File: config.mk
export PLATFORM = sky130hd
export DESIGN_NAME = three_channel_rms_meter
export DESIGN_NICKNAME = d
export VERILOG_FILES = /design/src/sv/tcrms_pkg.sv /design/src/sv/tcrms_dp.sv /design/src/sv/tcrms_ctrl.sv /design/src/sv/three_channel_rms_meter.sv
export VERILOG_INCLUDE_DIRS = /design/src /design/src/sv
export SDC_FILE = /design/constraint.sdc
export NUM_CORES = 2
export LEC_CHECK = 0
export ABC_AREA = 1
export ABC_CLOCK_PERIOD_IN_PS = 11100
export BUFFER_PORTS_ARGS = -buffer_cell sky130_fd_sc_hd__buf_2
export CAP_MARGIN = 20
export CELL_PAD_IN_SITES_DETAIL_PLACEMENT = 1
export CELL_PAD_IN_SITES_GLOBAL_PLACEMENT = 1
export CORE_MARGIN = 4
export CORE_UTILIZATION = 48
export CTS_BUF_LIST = sky130_fd_sc_hd__clkbuf_16
export CTS_CLUSTER_DIAMETER = 50
export CTS_CLUSTER_SIZE = 16
export DETAILED_ROUTE_END_ITERATION = 6
export PLACE_DENSITY = 0.86
export REMOVE_ABC_BUFFERS = 1
export SYNTH_ARGS = -nofsm -noshare
export SYNTH_HDL_FRONTEND = slang
export SYNTH_SLANG_ARGS = --single-unit
File: constraint.sdc
create_clock -name clock -period 11.1 [get_ports clock]
set_input_delay 0.555 -clock clock [delete_from_list [all_inputs] [get_ports clock]]
set_output_delay 0.555 -clock clock [all_outputs]
set_load 0.01 [all_outputs]
File: src/sv/three_channel_rms_meter_macros.svh
// Assertion macros for the three-channel RMS meter.
// Used by the controller and datapath modules; needs no other file.
`ifndef THREE_CHANNEL_RMS_METER_MACROS_SVH
`define THREE_CHANNEL_RMS_METER_MACROS_SVH
`ifndef SYNTHESIS
`define TCRMS_ASSERT(name, clk, rst, prop) \
   name: assert property (@(posedge clk) disable iff (rst) prop) \
      else $error("tcrms check failed");
`define TCRMS_ASSERT_RESET(name, clk, prop) \
   name: assert property (@(posedge clk) prop) \
      else $error("tcrms reset check failed");
`else
`define TCRMS_ASSERT(name, clk, rst, prop)
`define TCRMS_ASSERT_RESET(name, clk, prop)
`endif
`endif

File: src/sv/tcrms_pkg.sv
// Package for the three-channel RMS meter: widths, constants and transfer types.
// No dependencies; used by every module of the block.
package tcrms_pkg;

   // Window length is 2^SAMPLE_SHIFT ticks.
   localparam int SAMPLE_SHIFT = 6;
   localparam int WINDOW_LEN   = 1 << SAMPLE_SHIFT;
   localparam int SAMPLE_W     = 16;
   localparam int SQUARE_W     = 2 * SAMPLE_W;
   localparam int SUM_W        = SQUARE_W + SAMPLE_SHIFT;
   localparam int CNT_W        = SAMPLE_SHIFT + 1;
   localparam int ROOT_W       = SAMPLE_W;
   localparam int RMS_W        = 26;
   localparam int ITER_W       = 5;
   localparam int SQRT_STEPS   = ROOT_W;
   localparam int DIV_STEPS    = RMS_W;
   localparam int SREM_W       = ROOT_W + 2;

   localparam logic [SAMPLE_W-1:0] MILLI = 16'd1000;

   // Configuration register indexes.
   localparam int CSR_IDX_W = 3;
   localparam logic [CSR_IDX_W-1:0] CSR_LOW_SCALE   = 3'd0;
   localparam logic [CSR_IDX_W-1:0] CSR_LOW_OFFSET  = 3'd1;
   localparam logic [CSR_IDX_W-1:0] CSR_HIGH_SCALE  = 3'd2;
   localparam logic [CSR_IDX_W-1:0] CSR_HIGH_OFFSET = 3'd3;
   localparam logic [CSR_IDX_W-1:0] CSR_VOLT_SCALE  = 3'd4;
   localparam logic [CSR_IDX_W-1:0] CSR_VOLT_OFFSET = 3'd5;

   // Register values after reset.
   localparam logic [SAMPLE_W-1:0] LOW_SCALE_RST   = 16'd874;
   localparam logic [SAMPLE_W-1:0] HIGH_SCALE_RST  = 16'd8738;
   localparam logic [SAMPLE_W-1:0] VOLT_SCALE_RST  = 16'd79;
   localparam logic [SAMPLE_W-1:0] OFFSET_RST      = 16'd32768;

   // Channel codes.
   localparam logic [1:0] CH_LOW  = 2'd0;
   localparam logic [1:0] CH_HIGH = 2'd1;
   localparam logic [1:0] CH_VOLT = 2'd2;

   // Datapath operations issued by the controller.
   localparam int OP_W = 4;
   localparam logic [OP_W-1:0] OP_NONE      = 4'd0;
   localparam logic [OP_W-1:0] OP_LOAD      = 4'd1;
   localparam logic [OP_W-1:0] OP_CLEAR_ALL = 4'd2;
   localparam logic [OP_W-1:0] OP_SQUARE    = 4'd3;
   localparam logic [OP_W-1:0] OP_ACCUM     = 4'd4;
   localparam logic [OP_W-1:0] OP_TICK      = 4'd5;
   localparam logic [OP_W-1:0] OP_ROOT_INIT = 4'd6;
   localparam logic [OP_W-1:0] OP_ROOT_STEP = 4'd7;
   localparam logic [OP_W-1:0] OP_SCALE     = 4'd8;
   localparam logic [OP_W-1:0] OP_DIV_INIT  = 4'd9;
   localparam logic [OP_W-1:0] OP_DIV_STEP  = 4'd10;
   localparam logic [OP_W-1:0] OP_STORE     = 4'd11;
   localparam logic [OP_W-1:0] OP_PUBLISH   = 4'd12;

   typedef struct packed {
      logic                restart;
      logic [SAMPLE_W-1:0] low_gain_sample;
      logic [SAMPLE_W-1:0] high_gain_sample;
      logic [SAMPLE_W-1:0] voltage_sample;
   } req_type;

   typedef struct packed {
      logic [RMS_W-1:0] low_gain_rms;
      logic [RMS_W-1:0] high_gain_rms;
      logic [RMS_W-1:0] voltage_rms;
      logic             window_done;
   } rsp_type;

   typedef struct packed {
      logic [SAMPLE_W-1:0] low_gain_scale;
      logic [SAMPLE_W-1:0] low_gain_offset;
      logic [SAMPLE_W-1:0] high_gain_scale;
      logic [SAMPLE_W-1:0] high_gain_offset;
      logic [SAMPLE_W-1:0] voltage_scale;
      logic [SAMPLE_W-1:0] voltage_offset;
   } cfg_type;

   typedef struct packed {
      logic [OP_W-1:0] op;
      logic [1:0]      ch;
      logic            done;
   } cmd_type;

   typedef struct packed {
      logic window_end;
      logic iter_last;
   } sts_type;

endpackage

File: src/sv/tcrms_dp.sv
// Datapath of the three-channel RMS meter: sums, shared multiplier, square root and divider.
// Depends on tcrms_pkg and the assertion macro header.
`include "three_channel_rms_meter_macros.svh"

module tcrms_dp (
   input  logic              clock,
   input  logic              reset,
   input  tcrms_pkg::cmd_type cmd,
   input  tcrms_pkg::cfg_type cfg,
   input  tcrms_pkg::req_type req_data,
   output tcrms_pkg::sts_type sts,
   output tcrms_pkg::rsp_type rsp_data
);

   logic [tcrms_pkg::SAMPLE_W-1:0] low_smp_ff, low_smp_in;
   logic [tcrms_pkg::SAMPLE_W-1:0] high_smp_ff, high_smp_in;
   logic [tcrms_pkg::SAMPLE_W-1:0] volt_smp_ff, volt_smp_in;
   logic [tcrms_pkg::SUM_W-1:0]    low_sum_ff, low_sum_in;
   logic [tcrms_pkg::SUM_W-1:0]    high_sum_ff, high_sum_in;
   logic [tcrms_pkg::SUM_W-1:0]    volt_sum_ff, volt_sum_in;
   logic [tcrms_pkg::CNT_W-1:0]    count_ff, count_in;
   logic [tcrms_pkg::RMS_W-1:0]    low_rms_ff, low_rms_in;
   logic [tcrms_pkg::RMS_W-1:0]    high_rms_ff, high_rms_in;
   logic [tcrms_pkg::RMS_W-1:0]    volt_rms_ff, volt_rms_in;
   logic [tcrms_pkg::SQUARE_W-1:0] prod_ff, prod_in;
   logic [tcrms_pkg::SQUARE_W-1:0] rad_ff, rad_in;
   logic [tcrms_pkg::SREM_W-1:0]   srem_ff, srem_in;
   logic [tcrms_pkg::ROOT_W-1:0]   root_ff, root_in;
   logic [tcrms_pkg::SAMPLE_W-1:0] drem_ff, drem_in;
   logic [tcrms_pkg::RMS_W-1:0]    quo_ff, quo_in;
   logic [tcrms_pkg::ITER_W-1:0]   iter_ff, iter_in;
   tcrms_pkg::rsp_type             rsp_ff, rsp_in;

   logic [tcrms_pkg::SAMPLE_W-1:0] smp_sel;
   logic [tcrms_pkg::SAMPLE_W-1:0] off_sel;
   logic [tcrms_pkg::SAMPLE_W-1:0] scale_sel;
   logic [tcrms_pkg::SUM_W-1:0]    sum_sel;
   logic [tcrms_pkg::SAMPLE_W-1:0] diff;
   logic [tcrms_pkg::SAMPLE_W-1:0] divisor;
   logic [tcrms_pkg::SAMPLE_W-1:0] mul_a;
   logic [tcrms_pkg::SAMPLE_W-1:0] mul_b;
   logic [tcrms_pkg::SQUARE_W-1:0] mul_res;
   logic [tcrms_pkg::SUM_W-1:0]    sum_new;
   logic [tcrms_pkg::SREM_W+1:0]   srem_trial;
   logic [tcrms_pkg::SREM_W+1:0]   sroot_trial;
   logic                           sqrt_geq;
   logic [tcrms_pkg::SAMPLE_W:0]   drem_trial;
   logic                           div_geq;

   // Channel selection for the operand of the current step.
   always_comb begin
      case (cmd.ch)
         tcrms_pkg::CH_LOW: begin
            smp_sel   = low_smp_ff;
            off_sel   = cfg.low_gain_offset;
            scale_sel = cfg.low_gain_scale;
            sum_sel   = low_sum_ff;
         end
         tcrms_pkg::CH_HIGH: begin
            smp_sel   = high_smp_ff;
            off_sel   = cfg.high_gain_offset;
            scale_sel = cfg.high_gain_scale;
            sum_sel   = high_sum_ff;
         end
         default: begin
            smp_sel   = volt_smp_ff;
            off_sel   = cfg.voltage_offset;
            scale_sel = cfg.voltage_scale;
            sum_sel   = volt_sum_ff;
         end
      endcase
   end

   // Offset correction, divisor guard and the shared multiplier.
   assign diff    = (smp_sel >= off_sel) ? (smp_sel - off_sel) : (off_sel - smp_sel);
   assign divisor = (scale_sel == '0) ? tcrms_pkg::SAMPLE_W'(1) : scale_sel;
   assign mul_a   = (cmd.op == tcrms_pkg::OP_SCALE) ? root_ff : diff;
   assign mul_b   = (cmd.op == tcrms_pkg::OP_SCALE) ? tcrms_pkg::MILLI : diff;
   assign mul_res = tcrms_pkg::SQUARE_W'(mul_a) * tcrms_pkg::SQUARE_W'(mul_b);
   assign sum_new = sum_sel + tcrms_pkg::SUM_W'(prod_ff);

   // One result bit of the square root per step, two radicand bits in.
   assign srem_trial  = {srem_ff, rad_ff[tcrms_pkg::SQUARE_W-1 -: 2]};
   assign sroot_trial = {2'b00, root_ff, 2'b01};
   assign sqrt_geq    = (srem_trial >= sroot_trial);

   // One quotient bit of the restoring divider per step.
   assign drem_trial = {drem_ff, quo_ff[tcrms_pkg::RMS_W-1]};
   assign div_geq    = (drem_trial >= {1'b0, divisor});

   // Next values of all datapath registers.
   always_comb begin
      low_smp_in  = low_smp_ff;
      high_smp_in = high_smp_ff;
      volt_smp_in = volt_smp_ff;
      low_sum_in  = low_sum_ff;
      high_sum_in = high_sum_ff;
      volt_sum_in = volt_sum_ff;
      count_in    = count_ff;
      low_rms_in  = low_rms_ff;
      high_rms_in = high_rms_ff;
      volt_rms_in = volt_rms_ff;
      prod_in     = prod_ff;
      rad_in      = rad_ff;
      srem_in     = srem_ff;
      root_in     = root_ff;
      drem_in     = drem_ff;
      quo_in      = quo_ff;
      iter_in     = iter_ff;
      rsp_in      = rsp_ff;
      case (cmd.op)
         tcrms_pkg::OP_LOAD: begin
            low_smp_in  = req_data.low_gain_sample;
            high_smp_in = req_data.high_gain_sample;
            volt_smp_in = req_data.voltage_sample;
         end
         tcrms_pkg::OP_CLEAR_ALL: begin
            low_sum_in  = '0;
            high_sum_in = '0;
            volt_sum_in = '0;
            count_in    = '0;
            low_rms_in  = '0;
            high_rms_in = '0;
            volt_rms_in = '0;
         end
         tcrms_pkg::OP_SQUARE, tcrms_pkg::OP_SCALE: begin
            prod_in = mul_res;
         end
         tcrms_pkg::OP_ACCUM: begin
            case (cmd.ch)
               tcrms_pkg::CH_LOW:  low_sum_in  = sum_new;
               tcrms_pkg::CH_HIGH: high_sum_in = sum_new;
               default:            volt_sum_in = sum_new;
            endcase
         end
         tcrms_pkg::OP_TICK: begin
            count_in = sts.window_end ? '0 : count_ff + tcrms_pkg::CNT_W'(1);
         end
         tcrms_pkg::OP_ROOT_INIT: begin
            rad_in  = sum_sel[tcrms_pkg::SUM_W-1:tcrms_pkg::SAMPLE_SHIFT];
            srem_in = '0;
            root_in = '0;
            iter_in = tcrms_pkg::ITER_W'(tcrms_pkg::SQRT_STEPS - 1);
         end
         tcrms_pkg::OP_ROOT_STEP: begin
            srem_in = sqrt_geq ? tcrms_pkg::SREM_W'(srem_trial - sroot_trial)
                               : tcrms_pkg::SREM_W'(srem_trial);
            root_in = {root_ff[tcrms_pkg::ROOT_W-2:0], sqrt_geq};
            rad_in  = {rad_ff[tcrms_pkg::SQUARE_W-3:0], 2'b00};
            iter_in = iter_ff - tcrms_pkg::ITER_W'(1);
         end
         tcrms_pkg::OP_DIV_INIT: begin
            quo_in  = prod_ff[tcrms_pkg::RMS_W-1:0];
            drem_in = '0;
            iter_in = tcrms_pkg::ITER_W'(tcrms_pkg::DIV_STEPS - 1);
         end
         tcrms_pkg::OP_DIV_STEP: begin
            drem_in = div_geq ? tcrms_pkg::SAMPLE_W'(drem_trial - {1'b0, divisor})
                              : drem_trial[tcrms_pkg::SAMPLE_W-1:0];
            quo_in  = {quo_ff[tcrms_pkg::RMS_W-2:0], div_geq};
            iter_in = iter_ff - tcrms_pkg::ITER_W'(1);
         end
         tcrms_pkg::OP_STORE: begin
            // The channel's window sum is finished with once its value is stored.
            case (cmd.ch)
               tcrms_pkg::CH_LOW: begin
                  low_rms_in = quo_ff;
                  low_sum_in = '0;
               end
               tcrms_pkg::CH_HIGH: begin
                  high_rms_in = quo_ff;
                  high_sum_in = '0;
               end
               default: begin
                  volt_rms_in = quo_ff;
                  volt_sum_in = '0;
               end
            endcase
         end
         tcrms_pkg::OP_PUBLISH: begin
            rsp_in.low_gain_rms  = low_rms_ff;
            rsp_in.high_gain_rms = high_rms_ff;
            rsp_in.voltage_rms   = volt_rms_ff;
            rsp_in.window_done   = cmd.done;
         end
         default: begin
         end
      endcase
   end

   // Accumulated state is cleared by reset; working registers carry payload only.
   always_ff @(posedge clock) begin
      if (reset) begin
         low_sum_ff  <= '0;
         high_sum_ff <= '0;
         volt_sum_ff <= '0;
         count_ff    <= '0;
         low_rms_ff  <= '0;
         high_rms_ff <= '0;
         volt_rms_ff <= '0;
      end else begin
         low_sum_ff  <= low_sum_in;
         high_sum_ff <= high_sum_in;
         volt_sum_ff <= volt_sum_in;
         count_ff    <= count_in;
         low_rms_ff  <= low_rms_in;
         high_rms_ff <= high_rms_in;
         volt_rms_ff <= volt_rms_in;
      end
   end

   always_ff @(posedge clock) begin
      low_smp_ff  <= low_smp_in;
      high_smp_ff <= high_smp_in;
      volt_smp_ff <= volt_smp_in;
      prod_ff     <= prod_in;
      rad_ff      <= rad_in;
      srem_ff     <= srem_in;
      root_ff     <= root_in;
      drem_ff     <= drem_in;
      quo_ff      <= quo_in;
      iter_ff     <= iter_in;
      rsp_ff      <= rsp_in;
   end

   // Status back to the controller.
   assign sts.window_end = (count_ff == tcrms_pkg::CNT_W'(tcrms_pkg::WINDOW_LEN - 1));
   assign sts.iter_last  = (iter_ff == '0);
   assign rsp_data       = rsp_ff;

   // The divider remainder always stays below the divisor.
   `TCRMS_ASSERT(dp_div_rem_bound, clock, reset, ((cmd.op == tcrms_pkg::OP_DIV_STEP) |-> (drem_ff < divisor)))
   // The square root remainder never exceeds twice the partial root.
   `TCRMS_ASSERT(dp_sqrt_rem_bound, clock, reset, ((cmd.op == tcrms_pkg::OP_ROOT_STEP) |-> (srem_ff <= tcrms_pkg::SREM_W'({root_ff, 1'b0}))))

endmodule

File: src/sv/tcrms_ctrl.sv
// Controller of the three-channel RMS meter: sequences the datapath and runs the handshakes.
// Depends on tcrms_pkg and the assertion macro header.
`include "three_channel_rms_meter_macros.svh"

module tcrms_ctrl (
   input  logic              clock,
   input  logic              reset,
   input  logic              req_valid,
   input  logic              req_restart,
   output logic              req_stall,
   output logic              rsp_valid,
   input  logic              rsp_stall,
   input  tcrms_pkg::sts_type sts,
   output tcrms_pkg::cmd_type cmd
);

   localparam logic [3:0] S_IDLE      = 4'd0;
   localparam logic [3:0] S_SQUARE    = 4'd1;
   localparam logic [3:0] S_ACCUM     = 4'd2;
   localparam logic [3:0] S_TICK      = 4'd3;
   localparam logic [3:0] S_ROOT_INIT = 4'd4;
   localparam logic [3:0] S_ROOT      = 4'd5;
   localparam logic [3:0] S_SCALE     = 4'd6;
   localparam logic [3:0] S_DIV_INIT  = 4'd7;
   localparam logic [3:0] S_DIV       = 4'd8;
   localparam logic [3:0] S_STORE     = 4'd9;
   localparam logic [3:0] S_OUT       = 4'd10;

   logic [3:0] state_ff, state_in;
   logic [1:0] ch_ff, ch_in;
   logic       done_ff, done_in;
   logic       rsp_valid_ff, rsp_valid_in;
   logic       req_xfer;
   logic       out_free;

   assign req_stall = (state_ff != S_IDLE);
   assign req_xfer  = req_valid && !req_stall;
   assign out_free  = !rsp_valid_ff || !rsp_stall;

   // Next state and the command for this cycle.
   always_comb begin
      state_in     = state_ff;
      ch_in        = ch_ff;
      done_in      = done_ff;
      rsp_valid_in = rsp_valid_ff && rsp_stall;
      cmd.op       = tcrms_pkg::OP_NONE;
      cmd.ch       = ch_ff;
      cmd.done     = done_ff;
      case (state_ff)
         S_IDLE: begin
            if (req_xfer) begin
               ch_in   = tcrms_pkg::CH_LOW;
               done_in = 1'b0;
               if (req_restart) begin
                  cmd.op   = tcrms_pkg::OP_CLEAR_ALL;
                  state_in = S_OUT;
               end else begin
                  cmd.op   = tcrms_pkg::OP_LOAD;
                  state_in = S_SQUARE;
               end
            end
         end
         S_SQUARE: begin
            cmd.op   = tcrms_pkg::OP_SQUARE;
            state_in = S_ACCUM;
         end
         S_ACCUM: begin
            cmd.op = tcrms_pkg::OP_ACCUM;
            if (ch_ff == tcrms_pkg::CH_VOLT) begin
               state_in = S_TICK;
            end else begin
               ch_in    = ch_ff + 2'd1;
               state_in = S_SQUARE;
            end
         end
         S_TICK: begin
            cmd.op = tcrms_pkg::OP_TICK;
            ch_in  = tcrms_pkg::CH_LOW;
            if (sts.window_end) begin
               done_in  = 1'b1;
               state_in = S_ROOT_INIT;
            end else begin
               state_in = S_OUT;
            end
         end
         S_ROOT_INIT: begin
            cmd.op   = tcrms_pkg::OP_ROOT_INIT;
            state_in = S_ROOT;
         end
         S_ROOT: begin
            cmd.op = tcrms_pkg::OP_ROOT_STEP;
            if (sts.iter_last) begin
               state_in = S_SCALE;
            end
         end
         S_SCALE: begin
            cmd.op   = tcrms_pkg::OP_SCALE;
            state_in = S_DIV_INIT;
         end
         S_DIV_INIT: begin
            cmd.op   = tcrms_pkg::OP_DIV_INIT;
            state_in = S_DIV;
         end
         S_DIV: begin
            cmd.op = tcrms_pkg::OP_DIV_STEP;
            if (sts.iter_last) begin
               state_in = S_STORE;
            end
         end
         S_STORE: begin
            cmd.op = tcrms_pkg::OP_STORE;
            if (ch_ff == tcrms_pkg::CH_VOLT) begin
               state_in = S_OUT;
            end else begin
               ch_in    = ch_ff + 2'd1;
               state_in = S_ROOT_INIT;
            end
         end
         S_OUT: begin
            // Wait until the output register is free, then load the result.
            if (out_free) begin
               cmd.op       = tcrms_pkg::OP_PUBLISH;
               rsp_valid_in = 1'b1;
               state_in     = S_IDLE;
            end
         end
         default: begin
            state_in = S_IDLE;
         end
      endcase
   end

   always_ff @(posedge clock) begin
      if (reset) begin
         state_ff     <= S_IDLE;
         rsp_valid_ff <= 1'b0;
      end else begin
         state_ff     <= state_in;
         rsp_valid_ff <= rsp_valid_in;
      end
   end

   always_ff @(posedge clock) begin
      ch_ff   <= ch_in;
      done_ff <= done_in;
   end

   assign rsp_valid = rsp_valid_ff;

   // A new result only appears after the output state has loaded it.
   `TCRMS_ASSERT(ctrl_rsp_from_out, clock, reset, ($rose(rsp_valid_ff) |-> $past(state_ff == S_OUT)))
   // While a channel step runs, the channel code stays within the three channels.
   `TCRMS_ASSERT(ctrl_ch_range, clock, reset, ((state_ff != S_IDLE) |-> (ch_ff <= tcrms_pkg::CH_VOLT)))
   // Reset leaves the controller idle with no result pending.
   `TCRMS_ASSERT_RESET(ctrl_reset_idle, clock, (reset |=> ((state_ff == S_IDLE) && !rsp_valid_ff)))

endmodule

File: src/sv/three_channel_rms_meter.sv
// Three-channel RMS meter. An item that does not close a window is squared and summed per
// channel before its result is loaded; the item that closes a window also runs the shared
// 16-step square root and 26-step divider once per channel. A restart item clears all sums and readings.
// One item is in work at a time. The next transfer in follows in the cycle after a result is
// loaded, and a result is loaded only while the output register is free to take it.
// Reset is synchronous and active high; it restores register defaults and clears all sums.
module three_channel_rms_meter (
   input  logic                                 clock,
   input  logic                                 reset,
   input  logic                                 req_valid,
   output logic                                 req_stall,
   input  tcrms_pkg::req_type                   req_data,
   output logic                                 rsp_valid,
   input  logic                                 rsp_stall,
   output tcrms_pkg::rsp_type                   rsp_data,
   input  logic                                 csr_valid,
   output logic                                 csr_ready,
   input  logic [tcrms_pkg::CSR_IDX_W-1:0]      csr_index,
   input  logic [tcrms_pkg::SAMPLE_W-1:0]       csr_data
);

   tcrms_pkg::cfg_type cfg_ff, cfg_in;
   tcrms_pkg::cmd_type cmd;
   tcrms_pkg::sts_type sts;

   // Configuration registers; indexes past the list are ignored.
   assign csr_ready = 1'b1;

   always_comb begin
      cfg_in = cfg_ff;
      if (csr_valid && csr_ready) begin
         case (csr_index)
            tcrms_pkg::CSR_LOW_SCALE:   cfg_in.low_gain_scale   = csr_data;
            tcrms_pkg::CSR_LOW_OFFSET:  cfg_in.low_gain_offset  = csr_data;
            tcrms_pkg::CSR_HIGH_SCALE:  cfg_in.high_gain_scale  = csr_data;
            tcrms_pkg::CSR_HIGH_OFFSET: cfg_in.high_gain_offset = csr_data;
            tcrms_pkg::CSR_VOLT_SCALE:  cfg_in.voltage_scale    = csr_data;
            tcrms_pkg::CSR_VOLT_OFFSET: cfg_in.voltage_offset   = csr_data;
            default: begin
            end
         endcase
      end
   end

   always_ff @(posedge clock) begin
      if (reset) begin
         cfg_ff.low_gain_scale   <= tcrms_pkg::LOW_SCALE_RST;
         cfg_ff.low_gain_offset  <= tcrms_pkg::OFFSET_RST;
         cfg_ff.high_gain_scale  <= tcrms_pkg::HIGH_SCALE_RST;
         cfg_ff.high_gain_offset <= tcrms_pkg::OFFSET_RST;
         cfg_ff.voltage_scale    <= tcrms_pkg::VOLT_SCALE_RST;
         cfg_ff.voltage_offset   <= tcrms_pkg::OFFSET_RST;
      end else begin
         cfg_ff <= cfg_in;
      end
   end

   // Sequencer.
   tcrms_ctrl u_ctrl (
      .clock       (clock),
      .reset       (reset),
      .req_valid   (req_valid),
      .req_restart (req_data.restart),
      .req_stall   (req_stall),
      .rsp_valid   (rsp_valid),
      .rsp_stall   (rsp_stall),
      .sts         (sts),
      .cmd         (cmd)
   );

   // Arithmetic and held values.
   tcrms_dp u_dp (
      .clock    (clock),
      .reset    (reset),
      .cmd      (cmd),
      .cfg      (cfg_ff),
      .req_data (req_data),
      .sts      (sts),
      .rsp_data (rsp_data)
   );

endmodule

==> flow_summary.json <==
{
  "routabilityCongestion": 0.935,
  "nFillCells": 9331,
  "timing.hold.worst.class": "input port to register",
  "hpwl_mm": 84.7,
  "crit_required_ns": 11.46,
  "number_of_buffers_added_for_setup_after_cts": 0,
  "cts-buffers-inserted": 69,
  "detail_route.vias_per_cell": 5.64,
  "synth_cells": 4586,
  "cts_hold_buf": 0,
  "route.detailed.wl_per_inst_um": 20.7,
  "buffer_ports.inserted": 153,
  "syn2layout_area_growth_pct": 11.0,
  "die_x_um": 286,
  "fin_crit_sh_pct": 90.2,
  "grt_util_all_layers_pct": 28.4,
  "fin_area_mm2": 0.0412,
  "mostFrequentLayoutCell": "sky130_fd_sc_hd__nand2_1",
  "post_synth_instance_area_mm2": 0.0372,
  "rows": 101,
  "post-synth-top-area-cell": "sky130_fd_sc_hd__edfxtp_1",
  "synth-async-reset-ratio_pct": 0,
  "worst_ep_arrival_time_ns": 10.37,
  "tightestPinTransition_ns": 1.06,
  "fin_worst_skew_ns": 0.0529,
  "run_status": "complete, no violations",
  "ant_nets": 0,
  "cts_max_path_buffers": 3,
  "number_of_distinct_standard_cells_referenced_by_the_synthesized_netlist": 56,
  "detailed_place.area_mm2": 0.0386,
  "first_global_vias": 34860,
  "grt_start_max_net_pins": 111,
  "post_route_cells_drive_above_1_share_pct": 9.34,
  "initial_utilization_pct": 48.7,
  "finalWirelength_mm": 119,
  "timing.critical_path.fanout_max": 35,
  "clock_sinks": 575,
  "ys_seq_elements": 575,
  "post-place-ws_ns": 1.39,
  "coreArea_mm2": 0.0763,
  "post-route-drc-count": 0,
  "critPathCaptureType": "register",
  "setup.worst_path.class": "register to register",
  "dieArea_mm2": 0.0819,
  "drt_iter0_markers": 2205,
  "fmax_mhz": 99.9,
  "ys.warnings.count": 0,
  "clk-insertion-delay-late_ns": 0.65,
  "tritoncts": "yes",
  "synth_top_cell_area_share_pct": 22.2,
  "antenna_found_initial": 0,
  "layout.area.seq_mm2": 0.0143,
  "report.final.setup_viol": 0,
  "post-route-worst-setup-slack_ns": 1.09,
  "nNetsFinal": 5145,
  "final_hold_violation_count": 0,
  "critPathLaunchType": "register",
  "post-route-min-period_ns": 10.01,
  "slew_violations": 0,
  "synth-edff-count": 275,
  "dr.pass1.iters": 6,
  "num_vias": 32429,
  "cts_root_buf": "sky130_fd_sc_hd__clkbuf_16",
  "die_outline_height_um": 286,
  "synthesis.area_per_instance_um2": 8.10,
  "crit_path_max_incr_delay_ns": 0.65,
  "synth_top_cells_by_area": "sky130_fd_sc_hd__edfxtp_1, sky130_fd_sc_hd__dfxtp_1, sky130_fd_sc_hd__fa_1, sky130_fd_sc_hd__nand2_1, sky130_fd_sc_hd__ha_1",
  "h-tree-depth": 3,
  "clock_pin_slew_of_the_registers_on_the_worst_case_setup_and_hold_paths_ns": 0.07,
  "post_cts.resized_instances": 0,
  "multi_input_area_mm2": 0.0196,
  "final_cell_mix": "sky130_fd_sc_hd__nand2_1, sky130_fd_sc_hd__inv_1, sky130_fd_sc_hd__nor2_1, sky130_fd_sc_hd__a21oi_1, sky130_fd_sc_hd__o21ai_0",
  "timing.max_cap.violations": 0,
  "grt_pass1_wl_mm": 187,
  "synth_flop_cell": "sky130_fd_sc_hd__dfxtp_1",
  "crit_path_top_delay_cell": "sky130_fd_sc_hd__inv_1",
  "num_io_pins": 155,
  "overflow": 0,
  "rsz0062_at_grt": "false",
  "synth-seq-area-share_pct": 38.4,
  "antenna_cells": 0,
  "slew_hr_pct": 29.6
}
[Yosys cell counts, types with 3 or more instances]
master,count
sky130_fd_sc_hd__o21ai_1,15
sky130_fd_sc_hd__a21boi_0,4
sky130_fd_sc_hd__clkbuf_1,92
sky130_fd_sc_hd__buf_1,14
sky130_fd_sc_hd__o22ai_1,21
sky130_fd_sc_hd__a21oi_2,3
sky130_fd_sc_hd__o21bai_1,7
sky130_fd_sc_hd__nor4_1,4
sky130_fd_sc_hd__nand3b_1,11
sky130_fd_sc_hd__nor3_1,21
sky130_fd_sc_hd__dfxtp_1,300
sky130_fd_sc_hd__nand3_2,7
sky130_fd_sc_hd__a31oi_1,7
sky130_fd_sc_hd__inv_2,33
sky130_fd_sc_hd__nand4_1,29
sky130_fd_sc_hd__fa_1,198
sky130_fd_sc_hd__o211ai_1,10
sky130_fd_sc_hd__nand2_4,6
sky130_fd_sc_hd__nand3_4,7
sky130_fd_sc_hd__buf_4,12
sky130_fd_sc_hd__nand3_1,176
sky130_fd_sc_hd__inv_1,627
sky130_fd_sc_hd__edfxtp_1,275
sky130_fd_sc_hd__o21ai_0,330
sky130_fd_sc_hd__a211oi_1,7
sky130_fd_sc_hd__or2_2,14
sky130_fd_sc_hd__nor2_2,13
sky130_fd_sc_hd__a21oi_1,427
sky130_fd_sc_hd__nand2_1,1021
sky130_fd_sc_hd__buf_2,45
sky130_fd_sc_hd__buf_6,10
sky130_fd_sc_hd__ha_1,207
sky130_fd_sc_hd__nand2_2,17
sky130_fd_sc_hd__xor2_1,42
sky130_fd_sc_hd__o21ai_2,7
sky130_fd_sc_hd__clkinv_1,3
sky130_fd_sc_hd__xnor2_1,30
sky130_fd_sc_hd__and2_1,5
sky130_fd_sc_hd__a21o_1,11
sky130_fd_sc_hd__nor2_1,456
sky130_fd_sc_hd__a22o_1,30
sky130_fd_sc_hd__nor2_4,12
[flip-flops by register name, summed over array words and instances, names as in the netlist, 18 cells and up]
signal and count:
cfg_ff 96, u_dp.high_rms_ff 26, u_dp.high_sum_ff 38, u_dp.low_rms_ff 26, u_dp.low_sum_ff 38, u_dp.prod_ff 32, u_dp.quo_ff 26, u_dp.rad_ff 32
u_dp.rsp_data 79, u_dp.srem_ff 18, u_dp.volt_rms_ff 26, u_dp.volt_sum_ff 38
[area by class of cell]
cell class,instances,area share [%]
inverter,665,6.07
sequential,575,34.6
multi-input combinational,3172,47.6
clock inverter,56,1.68
timing repair buffer,184,2.56
tap,1030,3.13
clock buffer,72,4.37
[stage by stage]
stage               TNS (ns)  std cells  util (%)  hold slack [ns]
finish                     0       5754      54.0           0.0804
global route               0       5754      54.0           0.0604
CTS                        0       5749      53.9           0.0552
detailed placement         0       5621      50.6            0.409
global placement           0       5620      50.6            0.412
floorplan              -5.41       4412         -            0.400
[worst max-delay path: cells and delay by family (launching register included)]
family,cells,cell delay (ns)
AO/OA/AOI/OAI,4,1.25
flip-flops,1,0.44
AND/OR/NAND/NOR,15,1.84
adder cells (fa/ha/maj),10,4.58
buffers and inverters,9,1.57
[metal layers]
metal	global-route usage, %	share of wire (%)	vias to the layer above
met5	0	0	-
met4	11.7	4.3	0
met3	3.99	5.6	307
met2	50.7	50	1051
met1	34.6	40	16084
li1	-	-	14987
[worst paths after layout]
check / end / slack (ns) / cells after the start / startpoint
setup reg to reg: u_dp.prod_ff[18] / 1.09 / 38 / u_ctrl.ch_ff[0]
setup / recovery: u_dp.prod_ff[18] / 1.09 / 38 / u_ctrl.ch_ff[0]
hold reg to reg: u_dp.rsp_data[58] / 0.42 / 0 / u_dp.low_rms_ff[5]
hold / removal: u_dp.high_smp_ff[4] / 0.08 / 1 / req_data[20]
[logic make-up (layout without fill, tap and decap cells)]
group                    Yosys count  in the layout  synth area share, %
AO/OA/AOI/OAI                    889            889                 12.9
buffers and inverters            839            977                 9.00
adder cells (fa/ha/maj)          405            405                 17.6
XOR/XNOR                          72             72                 1.70
AND/OR/NAND/NOR                 1805           1805                 20.4
other                              1              1               0.0101
flip-flops                       575            575                 38.4
Power is not shown: default switching activity piles up to over one toggle a cycle in this logic, so the estimate is an artifact.
